==> config.mk <==
export PLATFORM = sky130hd
export DESIGN_NAME = prtc_pre
export DESIGN_NICKNAME = d
export VERILOG_FILES = /design/src/design/prtc_pkg.sv /design/src/design/prtc_pre.sv
export SDC_FILE = /design/constraint.sdc
export NUM_CORES = 1
export LEC_CHECK = 0
export CORE_ASPECT_RATIO = 1.2
export CORE_MARGIN = 4
export CORE_UTILIZATION = 30
export CTS_CLUSTER_SIZE = 10
export DETAILED_ROUTE_END_ITERATION = 16
export DONT_BUFFER_PORTS = 1
export GPL_TIMING_DRIVEN = 0
export HOLD_SLACK_MARGIN = 0.06
export RECOVER_POWER = 25
export SETUP_SLACK_MARGIN = 0.2
export SLEW_MARGIN = 20
export SYNTH_ARGS = -nofsm -noshare
export SYNTH_HDL_FRONTEND = slang
export SYNTH_SLANG_ARGS = --single-unit
==> constraint.sdc <==
create_clock -name i_clk -period 2.75 [get_ports i_clk]
set_clock_uncertainty 0.1 [all_clocks]
set_input_delay 0.55 -clock i_clk [delete_from_list [all_inputs] [get_ports i_clk]]
set_output_delay 0.55 -clock i_clk [all_outputs]
set_load 0.005 [all_outputs]
==> src/design/prtc_pkg.sv <==
// Package for the point rotation block: CORDIC word type, gain, arctangent
// table and the Q1.30 clamp. Used by every module of the block.
// No dependencies.
package prtc_pkg;

    // Width of the CORDIC x, y and z words (Q1.30 plus guard and sign bits)
    localparam int RW           = 33;
    localparam int CORDIC_STEPS = 30;
    localparam int ANG_W        = 32;

    localparam logic signed [RW-1:0] CORDIC_GAIN = 33'sd652032874;
    localparam logic signed [RW-1:0] ONE_Q30     = 33'sd1073741824;
    localparam logic signed [RW-1:0] HALF_Q30    = 33'sd536870912;
    localparam logic signed [RW-1:0] PI_B32      = 33'sd2147483648;

    // atan(2^-i) in 32-bit binary angle units
    localparam logic [29:0] ATAN_TAB [CORDIC_STEPS] = '{
        30'd536870912, 30'd316933406, 30'd167458907, 30'd85004756, 30'd42667331,
        30'd21354465,  30'd10679838,  30'd5340245,   30'd2670163,  30'd1335087,
        30'd667544,    30'd333772,    30'd166886,    30'd83443,    30'd41721,
        30'd20860,     30'd10430,     30'd5215,      30'd2607,     30'd1303,
        30'd651,       30'd325,       30'd162,       30'd81,       30'd40,
        30'd20,        30'd10,        30'd5,         30'd2,        30'd1
    };

    // One CORDIC word as it moves from cell to cell
    typedef struct packed {
        logic                 valid;
        logic                 flip;
        logic signed [RW-1:0] x;
        logic signed [RW-1:0] y;
        logic signed [RW-1:0] z;
    } t_cordic;

    // Clamp a CORDIC output to [-1.0, 1.0] in Q1.30
    function automatic logic signed [31:0] clamp_q30(input logic signed [RW-1:0] v);
        logic signed [RW-1:0] c;
        begin
            if (v > ONE_Q30) begin
                c = ONE_Q30;
            end else if (v < -ONE_Q30) begin
                c = -ONE_Q30;
            end else begin
                c = v;
            end
            clamp_q30 = c[31:0];
        end
    endfunction

endpackage

==> src/design/prtc_pre.sv <==
// Input stage of the point rotation block: folds the angle into +-pi/2,
// seeds the CORDIC word and packs the point data. Depends on prtc_pkg.
module prtc_pre #(
    parameter int CW = 24,
    parameter int AW = 16,
    parameter int PW = 73
) (
    input  logic                     i_clk,
    input  logic                     i_rst_n,
    input  logic                     i_valid,
    input  logic signed [CW-1:0]     i_x_in,
    input  logic signed [CW-1:0]     i_y_in,
    input  logic signed [AW-1:0]     i_angle,
    input  logic signed [CW-1:0]     i_radius,
    output prtc_pkg::t_cordic        o_rot,
    output logic [PW-1:0]            o_pay
);
    import prtc_pkg::*;

    t_cordic              r_rot, n_rot;
    logic [PW-1:0]        r_pay, n_pay;
    logic signed [RW-1:0] ang;
    logic signed [CW:0]   y_off;

    // Extend the angle to 32-bit binary angle and fold it by pi
    always_comb begin
        ang         = RW'($signed({i_angle, {(ANG_W-AW){1'b0}}}));
        n_rot.valid = i_valid;
        n_rot.x     = CORDIC_GAIN;
        n_rot.y     = '0;
        if (ang > ONE_Q30) begin
            n_rot.z    = ang - PI_B32;
            n_rot.flip = 1'b1;
        end else if (ang < -ONE_Q30) begin
            n_rot.z    = ang + PI_B32;
            n_rot.flip = 1'b1;
        end else begin
            n_rot.z    = ang;
            n_rot.flip = 1'b0;
        end
        y_off = (CW+1)'(i_y_in) - (CW+1)'(i_radius);
        n_pay = {i_x_in, y_off, i_radius};
    end

    // Register the seeded word
    always_ff @(posedge i_clk) begin
        if (!i_rst_n) begin
            r_rot.valid <= 1'b0;
        end else begin
            r_rot <= n_rot;
            r_pay <= n_pay;
        end
    end

    assign o_rot = r_rot;
    assign o_pay = r_pay;

endmodule

==> run metrics <==
outcome complete, no violations; starting density of the core 30.59%; aggregate global routing overflow 0; top fanout value on the critical path 4; commonest non-fill, non-tap cell in the layout edfxtp_1; Die Wd 125.6 µm; WL per Instance 17.00 µm; clock buffer depth 2; initial antenna violation count 0; Layout area overhead 17.90%; placed instance area 5543 µm²; port bufs 0; first-pass GRT wire length 17.86 mm; hold wc startpoint i_radius[9]; complex-gate fraction of the synthesized area 11.54%; EDFF count, synth 91; via count 3105; count of final setup violators 0; startpoint types input pin; layout cells sized above 1 22.16%; simple-gate share of the synthesized area 7.516%; Layout Nets 622; Total GRT Usage 12.44%; Worst Path Arrival 2.43 ns; row count 51; final period utilization 89.15%; Inserted Diodes 0; crit path from i_y_in[0]; commonest non-fill, non-tap cells in the layout 91 x edfxtp_1, 82 x buf_4, 82 x conb_1; Core Area 16270 µm²; CP required 2.73 ns; post-DP HPWL 9.802 mm; register area share after synthesis 55.30%; Post-Synth Adder-Cell Area 6.435%; critical setup path kind in2reg; RSZ-0062 raised after global routing no; Crit. End Element flop; ANT nets after route 0; synthesized cell area 4977 µm²; max_cap viols 0; Die ar. 18720 µm²; Reg clk slew, reported paths 0.08 ns; clk sink count 92; Post-synth top flop edfxtp_1; drt total wl 12.27 mm; vias in the first global route 3199; fmax 407.9 MHz; Ys Warns 0; Final Hold Viols 0; LEAKAGE 2.550 nW; die height 149.1 µm; vias per cell 4.301; number of remaining DRC errors 0; multiplexer share of the synthesized area 0.4022%; min Tclk post-route 2.452 ns; Root Driver clkbuf_16; Final Cell Area 5868 µm²; I/O pin cnt 265; First-pass DRT Iterations 4; HP Class in2reg; DRT iter0 DRCs 138; Post-synth ARST share 0%; TritonCTS Buffers 9; pin count of the biggest net entering global routing 93; main combinational cell family by area after synthesis buffers and inverters; post-place setup slack -0.1123 ns; #FFs+latches synth 92; Placer Congestion 0.8043; PnR worst setup slack 0.2984 ns; TritonCTS clock tree done; Max VDD drop 0.0003623 V; depth of the CTS H-tree 3; Slew Viols, Final 0; Post-CTS Hold Fix Bufs 0; synth unique cells 57; Syn Area/Cell 11.99 µm²; Mapped Cells 415; PwrDens 621.4 nW/µm²; Synth Area in XOR/XNOR 2.640%
==> cell usage after synthesis, types with 2 or more instances <==
library cell / instances / area [µm²]
nor4_1: 4 / 25.02
and2_1: 2 / 12.51
a211oi_1: 4 / 30.03
a21o_2: 2 / 17.52
a21boi_0: 2 / 15.01
nor2_1: 15 / 56.30
o21ai_0: 7 / 35.03
conb_1: 2 / 7.510
edfxtp_1: 91 / 2733
o21ai_1: 7 / 35.03
nor2b_1: 6 / 37.54
inv_1: 36 / 135.1
buf_4: 82 / 615.6
a21oi_1: 18 / 90.09
xnor2_1: 10 / 87.58
a21oi_2: 2 / 17.52
nand2b_1: 3 / 18.77
a211oi_2: 2 / 25.02
a31oi_1: 4 / 25.02
o2111ai_2: 2 / 30.03
buf_6: 3 / 33.78
nor3_1: 5 / 25.02
o21a_1: 2 / 15.01
a22o_1: 2 / 17.52
nand3_1: 7 / 35.03
and3_1: 3 / 18.77
a311oi_1: 3 / 26.28
xor2_1: 5 / 43.79
o31ai_1: 2 / 15.01
a21o_1: 7 / 52.55
o21bai_1: 2 / 15.01
ha_1: 24 / 300.3
nand2_1: 23 / 86.33
mux2i_1: 2 / 20.02
clkbuf_1: 2 / 7.510
==> repair_timing <==
item                                   4_1_cts  5_1_grt
resized for setup                            0        1
endpoints found under the hold margin        0        0
setup endpoints to repair                    0        4
setup buffers                                0        0
==> critical path, stage by stage <==
cell	delay, ns
inv_1	0.02
ha_1	0.21
fa_1	0.40
and2b_1	0.25
o2111ai_2	0.17
a21oi_2	0.24
nor2_1	0.14
o31ai_1	0.33
xor2_1	0.10
==> layer usage <==
layer	track usage, %	vias to the layer above	share of wire [%]
li1	-	1503	-
met1	13.83	1370	39
met2	21.07	223	47
met3	6.268	9	13
met4	3.525	0	1.2
met5	0	-	0
==> layout make-up <==
cell class              instances  area (µm²)
plain buffers                  88       661.9
clock buffers                   9       225.2
clock inverters                 6       96.34
fillers                      1578       10400
inverters                      36       135.1
multi-input cells             279        1732
flip-flops and latches         92        2753
well taps                     212       265.3
==> registers in the layout (all words and copies together), names as in the netlist <==
register	cells
o_rot	19
o_pay	73
==> power breakdown <==
part           switching [mW]  internal [mW]  total (mW)
sequential             0.0878           1.72        1.81
clock                   0.547          0.803        1.35
combinational           0.259          0.232       0.491
total                   0.893           2.75        3.65
==> path summary, 6_finish.rpt <==
path | endpoint | cells after the start
max | o_pay[44] | 9
min | o_pay[9] | 0
==> metrics by stage <==
step | utilization, % | TNS, ns | hold slack, ns | cells | power, mW
floorplan | - | 0 | 0.5489 | 495 | 2.206
global placement | 34.06 | -0.4656 | 0.5490 | 707 | 2.314
detailed placement | 34.06 | -0.3787 | 0.5490 | 707 | 2.323
CTS | 36.04 | 0 | 0.1794 | 722 | 3.704
global route | 36.06 | 0 | 0.1751 | 722 | 3.850
finish | 36.06 | 0 | 0.1985 | 722 | 3.646
==> logic make-up after synthesis <==
logic type                 after synthesis
adders and majority gates               25
muxes                                    2
DFF                                     92
buffers and inverters                  124
AOI/OAI and AO/OA                       80
other                                    2
xor gates and xnor gates                15
and+or+nand+nor                         75
(Power assumes the default switching activity.)
