<file path="config.mk">
export PLATFORM = sky130hd
export DESIGN_NAME = prtc_cell
export DESIGN_NICKNAME = d
export VERILOG_FILES = /design/src/design/prtc_pkg.sv /design/src/design/prtc_cell.sv
export SDC_FILE = /design/constraint.sdc
export NUM_CORES = 1
export LEC_CHECK = 0
export ABC_AREA = 1
export BUFFER_PORTS_ARGS = -buffer_cell sky130_fd_sc_hd__buf_2
export CORE_ASPECT_RATIO = 1.2
export CORE_UTILIZATION = 54
export DETAILED_ROUTE_END_ITERATION = 7
export GPL_TIMING_DRIVEN = 0
export PLACE_DENSITY = 0.82
export SLEW_MARGIN = 20
export SYNTH_ARGS = -nofsm -noshare
export SYNTH_HDL_FRONTEND = slang
export SYNTH_SLANG_ARGS = --single-unit
</file>
<file path="constraint.sdc">
create_clock -name i_clk -period 2.3 [get_ports i_clk]
set_clock_uncertainty 0.2 [all_clocks]
set_input_delay 0.23 -clock i_clk [delete_from_list [all_inputs] [get_ports i_clk]]
set_output_delay 0.23 -clock i_clk [all_outputs]
set_load 0.01 [all_outputs]
</file>
<file path="src/design/prtc_pkg.sv">
// Package for the point rotation block: CORDIC word type, gain, arctangent
// table and the Q1.30 clamp. Used by every module of the block.
// No dependencies.
package prtc_pkg;

    // Width of the CORDIC x, y and z words (Q1.30 plus guard and sign bits)
    localparam int RW           = 33;
    localparam int CORDIC_STEPS = 30;
    localparam int ANG_W        = 32;

    localparam logic signed [RW-1:0] CORDIC_GAIN = 33'sd652032874;
    localparam logic signed [RW-1:0] ONE_Q30     = 33'sd1073741824;
    localparam logic signed [RW-1:0] HALF_Q30    = 33'sd536870912;
    localparam logic signed [RW-1:0] PI_B32      = 33'sd2147483648;

    // atan(2^-i) in 32-bit binary angle units
    localparam logic [29:0] ATAN_TAB [CORDIC_STEPS] = '{
        30'd536870912, 30'd316933406, 30'd167458907, 30'd85004756, 30'd42667331,
        30'd21354465,  30'd10679838,  30'd5340245,   30'd2670163,  30'd1335087,
        30'd667544,    30'd333772,    30'd166886,    30'd83443,    30'd41721,
        30'd20860,     30'd10430,     30'd5215,      30'd2607,     30'd1303,
        30'd651,       30'd325,       30'd162,       30'd81,       30'd40,
        30'd20,        30'd10,        30'd5,         30'd2,        30'd1
    };

    // One CORDIC word as it moves from cell to cell
    typedef struct packed {
        logic                 valid;
        logic                 flip;
        logic signed [RW-1:0] x;
        logic signed [RW-1:0] y;
        logic signed [RW-1:0] z;
    } t_cordic;

    // Clamp a CORDIC output to [-1.0, 1.0] in Q1.30
    function automatic logic signed [31:0] clamp_q30(input logic signed [RW-1:0] v);
        logic signed [RW-1:0] c;
        begin
            if (v > ONE_Q30) begin
                c = ONE_Q30;
            end else if (v < -ONE_Q30) begin
                c = -ONE_Q30;
            end else begin
                c = v;
            end
            clamp_q30 = c[31:0];
        end
    endfunction

endpackage

</file>
<file path="src/design/prtc_cell.sv">
// One CORDIC rotation cell: a single micro-rotation by atan(2^-STEP),
// registered, with the point data riding alongside. Depends on prtc_pkg.
module prtc_cell #(
    parameter int STEP = 0,
    parameter int PW   = 73
) (
    input  logic              i_clk,
    input  logic              i_rst_n,
    input  prtc_pkg::t_cordic i_rot,
    input  logic [PW-1:0]     i_pay,
    output prtc_pkg::t_cordic o_rot,
    output logic [PW-1:0]     o_pay
);
    import prtc_pkg::*;

    t_cordic              r_rot, n_rot;
    logic [PW-1:0]        r_pay;
    logic signed [RW-1:0] xs, ys, at;

    // Rotate toward zero residual angle; shifts floor
    always_comb begin
        xs    = $signed(i_rot.x) >>> STEP;
        ys    = $signed(i_rot.y) >>> STEP;
        at    = $signed({3'b000, ATAN_TAB[STEP]});
        n_rot = i_rot;
        if (!i_rot.z[RW-1]) begin
            n_rot.x = $signed(i_rot.x) - ys;
            n_rot.y = $signed(i_rot.y) + xs;
            n_rot.z = $signed(i_rot.z) - at;
        end else begin
            n_rot.x = $signed(i_rot.x) + ys;
            n_rot.y = $signed(i_rot.y) - xs;
            n_rot.z = $signed(i_rot.z) + at;
        end
    end

    // Advance to the next cell every cycle
    always_ff @(posedge i_clk) begin
        if (!i_rst_n) begin
            r_rot.valid <= 1'b0;
        end else begin
            r_rot <= n_rot;
            r_pay <= i_pay;
        end
    end

    assign o_rot = r_rot;
    assign o_pay = r_pay;

endmodule

</file>
==> impl_metrics.csv, run 1 <==
group,metric,value,unit
sta,tightest_slew,0.831,ns
die,rows,61,
synth,syn_avg_cell_area,7.23,um2
finish,layout_commonest_cell,"nand2_1",
setup_path,critical_path.slowest_cell,"ha_1",
sta,setup_viol,0,
detailed_routing,route.detailed.drc,0,
finish,register_area,5180,um2
finish,layout-drive-gt1-share,19.6,%
grt,grt_use_total,41.5,%
power,ir_drop,0.000515,V
placement,post-place-ws,-0.357,ns
power,power.total,10.2,mW
setup_path,crit_buf_inv,5,
synth,yosysSeqAreaShare,39.9,%
finish,syn_to_final_growth,29.8,%
detailed_routing,vias_per_cell,5.45,
cts,htree_levels,4,
setup_path,critPathCaptureType,"register",
setup_path,cp.required,2.24,ns
synth,async_flop_share,0,%
finish,post-route-util,72.1,%
finish,nets,2548,
die,dieArea,24700,um2
status,outcome,"complete, no violations",
flow_run,drv_cap,0,
die,die_w,144,um
setup_path,cp_common_cell,"nand2_1",
finish,n_fill_cell,1858,
sta,fmax,0.453,GHz
placement,placedInstanceArea,15200,um2
detailed_routing,ant_nets,0,
synth,yosysTopAreaCell,"edfxtp_1",
synth,yosysUniqueCellTypes,34,
grt,grt.overflow.total,0,
setup_path,criticalPathCategory,"in -> reg",
cts,cts_tree,"built",
setup_path,critPathLaunchType,"input port",
sta,period_needed,2.21,ns
sta,slew_viol_final,0,
synth,synthCells,1795,
sta,finalHoldViolations,0,
cts,cts.sinks,173,
setup_path,cp.arrival,2.15,ns
setup_path,slowest_delay,0.29,ns
placement,dp_hpwl,36500,um
detailed_routing,drt_wl_total,50400,um
grt,grt_pass1_wl,74500,um
sta,grt_setup_unrepaired,"true",
synth,synth.cell_area,13000,um2
synth,ys_ff_latch,173,
cts,cts_root_buf,"clkbuf_16",
detailed_routing,drt_iter0_drc,1531,
min_path,hp-class,"in -> reg",
setup_path,crit_chain,"buf_2 -> inv_1 -> ha_1 -> buf_4 -> inv_1 -> nand2_1 -> nand2_1 -> nand2_1 -> nand2_1 -> inv_1 -> nand2_1 -> nand2_1 -> nand2_1 -> xor2_1 -> o21ai_1",
setup_path,critPathMaxFanout,9,
synth,yosysTopAreaCellShare,39.8,%
grt,grt_pass1_vias,13300,
synth,netlist_top_cells_area,"edfxtp_1, nand2_1, inv_1, ha_1, nand3_1",
cts,clock_path_buffers,2,
sta,finalCritPeriodShare,96.0,%
sta,fin_ws,0.0919,ns
finish,fin_area,16800,um2
grt,grt_max_degree,100,
setup_path,critical_path_depth,15,
min_path,min_path_cells,3,
finish,multi_input_area,6230,um2
detailed_routing,dr.pass1.iters,7,
cts,clk_pin_slew_worst_paths,0.07,ns
placement,gp_congestion,1.03,
synth,synth_edf_count,172,
synth,syn_nets,2073,
synth,synthFlopType,"edfxtp_1",
power,leakage,9.05,nW
die,io_pins,350,
placement,portBuffers,348,
die,core,23400,um2
cts,numCtsBuffers,17,
detailed_routing,vias,14200,
power,pwr_density_cell,606,nW/um2
die,die_y,172,um
die,initial_utilization,55.6,%
grt,antenna_found_initial,5,
detailed_routing,detail_route.wl_per_cell,19.4,um
finish,final_cell_mix,"nand2_1, buf_2, inv_1",
sta,worst_slew_margin_rel,44.6,%
setup_path,cp_top_family,"simple AND/OR/NAND/NOR gates",
synth,synth-warning-count,0,
==> flip-flops by register name (all words and copies together) (netlist names) <==
signal,count
o_pay,73
o_rot,100
==> final cells by class <==
cell class | instances | share of cell area [%]
multi-input cells | 1227 | 37.0
flip-flops and latches | 173 | 30.8
plain buffers | 44 | 1.61
well taps | 315 | 2.34
diodes | 3 | 0.0446
clock buffers | 17 | 2.53
clock inverters | 12 | 0.973
inverters | 351 | 7.82
repair buffers | 456 | 16.9
==> layer usage <==
layer	GRT usage, %	part of all wire [%]	vias up
met5	1.68	0.16	-
met4	27.4	6.7	6
met3	10.2	11	227
met2	66.8	45	943
met1	49.0	37	6417
li1	-	-	6559
==> per-stage QoR <==
| step | TNS, ns | hold WS, ns | cells |
|---|---|---|---|
| 6_report | 0 | 0.0408 | 2598 |
| 5_1_grt | -0.00936 | 0.0455 | 2598 |
| 4_1_cts | 0 | 0.0213 | 2595 |
| 3_5_place_dp | -10.81 | 0.208 | 2459 |
| 3_3_place_gp | -216.05 | 0.207 | 2458 |
| 2_1_floorplan | 0 | 0.123 | 1795 |
==> synth_stat cells, types with 2 or more instances <==
cell      count
nand2_1     651
inv_1       348
edfxtp_1    172
nand3_1     160
nor2_1      108
ha_1         98
a21oi_1      74
o21ai_0      37
xor2_1       25
buf_2        18
nand4_1      16
buf_4        14
o21bai_1     11
clkbuf_1      7
nand2_2       7
nor2_2        7
nor3_1        6
a31oi_1       4
buf_6         4
fa_1          4
o21a_1        4
o22ai_1       4
nor3_2        3
inv_2         2
o31ai_1       2
==> power by group <==
group          switching [mW]  internal, mW  total (mW)
combinational            2.11          1.09        3.20
sequential              0.104          3.87        3.97
clock                    1.33          1.71        3.04
==> logic make-up after synthesis <==
logic type	share of synthesized area, %
AOI/OAI and AO/OA	5.76
xor gates and xnor gates	1.69
adders and majority gates	10.1
buffers and inverters	12.2
DFF	39.9
and+or+nand+nor	30.3
==> what timing repair did <==
| item | CTS | global route |
|---|---|---|
| buffers inserted | 0 | 0 |
| endpoints found under the hold margin | 107 | 0 |
| setup endpoints to repair | 0 | 15 |
| gates resized for setup | 0 | 14 |
| hold buffers | 107 | 0 |
==> final timing paths <==
| path | slack (ns) | end | from |
|---|---|---|---|
| worst max-delay path | 0.09 | o_rot[81] | i_rot[37] |
| worst min-delay path | 0.04 | o_rot[32] | i_rot[31] |
Note: power is estimated with default switching activity, not from simulation.
==> run 2, diff against run 1 <==
Settings changed: REMOVE_ABC_BUFFERS from default to 1.
==> impl_metrics.csv, run 2 (synthesis gave the netlist of run 1 again) <==
group,metric,value,unit
status,outcome,"complete, no violations",
detailed_routing,drt_wl_total,48400,um
setup_path,critPathCaptureType,"register",
sta,tightest_slew,0.670,ns
detailed_routing,vias_per_cell,5.34,
finish,syn_to_final_growth,29.0,%
setup_path,cp_common_cell,"nand2_1",
setup_path,cp_top_family,"simple AND/OR/NAND/NOR gates",
die,die_y,172,um
sta,timing.setup.tns,0,ns
sta,finalHoldViolations,0,
power,ir_drop,0.000560,V
grt,grt_pass1_wl,70500,um
sta,worst_slew_margin_rel,55.3,%
detailed_routing,vias,13700,
sta,setup_viol,0,
setup_path,criticalPathCategory,"in -> reg",
detailed_routing,route.detailed.drc,0,
sta,period_needed,2.24,ns
cts,cts_tree,"built",
cts,clock_path_buffers,2,
setup_path,slowest_delay,0.46,ns
cts,numCtsBuffers,17,
detailed_routing,drt_iter0_drc,1355,
power,power.total,10.3,mW
cts,post_cts_buffers,0,
setup_path,critPathLaunchType,"input port",
die,core,23400,um2
sta,finalCritPeriodShare,97.3,%
placement,portBuffers,349,
setup_path,cp.required,2.29,ns
setup_path,critPathMaxFanout,3,
min_path,hp-class,"in -> reg",
power,pwr_density_cell,618,nW/um2
power,leakage,8.91,nW
finish,largest_register_ffs,100,
sta,fmax,0.447,GHz
finish,nets,2506,
grt,grt_pass1_vias,13100,
detailed_routing,detail_route.wl_per_cell,18.9,um
sta,whs,0.00896,ns
grt,grt_use_total,39.0,%
finish,layout_commonest_cell,"nand2_1",
cts,htree_levels,4,
placement,gp_congestion,1.03,
cts,clk_pin_slew_worst_paths,0.08,ns
die,io_pins,350,
grt,grt_max_degree,92,
setup_path,critical_path.slowest_cell,"fa_1",
setup_path,crit_buf_inv,1,
die,die_w,144,um
die,initial_utilization,55.6,%
finish,layout-drive-gt1-share,19.4,%
grt,antenna_found_initial,11,
cts,cts_root_buf,"clkbuf_16",
setup_path,crit_chain,"buf_2 -> ha_1 -> fa_1 -> nand2_1 -> nand2_1 -> nand3_1 -> nand2_1 -> nand2_1 -> nand3_1 -> nand2_1 -> nand3_1 -> nand3_1 -> nand2_1",
setup_path,cp.arrival,2.23,ns
placement,dp_hpwl,35200,um
die,rows,61,
flow_run,drv_cap,0,
cts,cts.sinks,173,
placement,placedInstanceArea,14900,um2
sta,slew_viol_final,0,
detailed_routing,dr.pass1.iters,6,
finish,fin_area,16700,um2
finish,final_cell_mix,"nand2_1, buf_2, inv_1",
detailed_routing,ant_nets,0,
die,dieArea,24700,um2
grt,grt.overflow.total,0,
-- run 2: cell count changes in the layout (fill, tap and decap cells not counted), moves of 3 or more --
cell,previous run,this run
ha_1,98,79
ha_2,0,19
buf_2,365,348
buf_4,14,0
clkbuf_1,7,0
diode_2,3,8
buf_6,4,0
clkinv_8,0,3
inv_8,2,5
o21ai_0,34,37
o21ai_1,3,0
-- run 2: metal layers --
| layer | share of wire, % | wire length (um) | up-vias | GRT usage, % |
|---|---|---|---|---|
| li1 | - | - | 6489 | - |
| met1 | 34 | 16600 | 6169 | 41.1 |
| met3 | 9.5 | 4600 | 209 | 9.72 |
| met2 | 50 | 24200 | 822 | 69.5 |
| met4 | 6.1 | 2960 | 8 | 23.8 |
| met5 | 0.10 | 49 | - | 0 |
-- run 2: path summary, 6_finish.rpt --
kind | to | cells past startpoint | start | slack (ns)
max | o_rot[63] | 13 | i_rot[33] | 0.06
min | o_rot[32] | 3 | i_rot[31] | 0.009
-- run 2: layout make-up --
| class | count | area, um2 |
|---|---|---|
| Fill cell | 1852 | 6610 |
| Multi-Input combinational cell | 1227 | 6270 |
| Sequential cell | 173 | 5180 |
| Timing Repair Buffer | 458 | 2890 |
| Inverter | 351 | 1320 |
| Clock buffer | 17 | 425 |
| Tap cell | 315 | 394 |
| Clock inverter | 15 | 238 |
| Antenna cell | 8 | 20.0 |
-- run 2: where the power goes --
group / total (mW) / switching (mW) / internal [mW]
Sequential: 3.98 / 0.117 / 3.87
Combinational: 3.07 / 1.99 / 1.07
Clock: 3.29 / 1.49 / 1.80
Total: 10.3 / 3.60 / 6.74
-- run 2: through the flow --
step / setup slack [ns] / instances / utilization, %
4_1_cts: 0.0349 / 2556 / 71.3
3_3_place_gp: -2.64 / 2415 / 63.6
2_1_floorplan: -0.280 / 1751 / -
5_1_grt: -0.00130 / 2560 / 71.6
3_5_place_dp: -0.430 / 2418 / 63.9
6_report: 0.0621 / 2564 / 71.7
-- run 2: timing repair --
item,CTS,global route
endpoints found under the setup margin,0,31
hold endpoints to repair,106,0
hold buffers,106,0
resized for setup,0,30
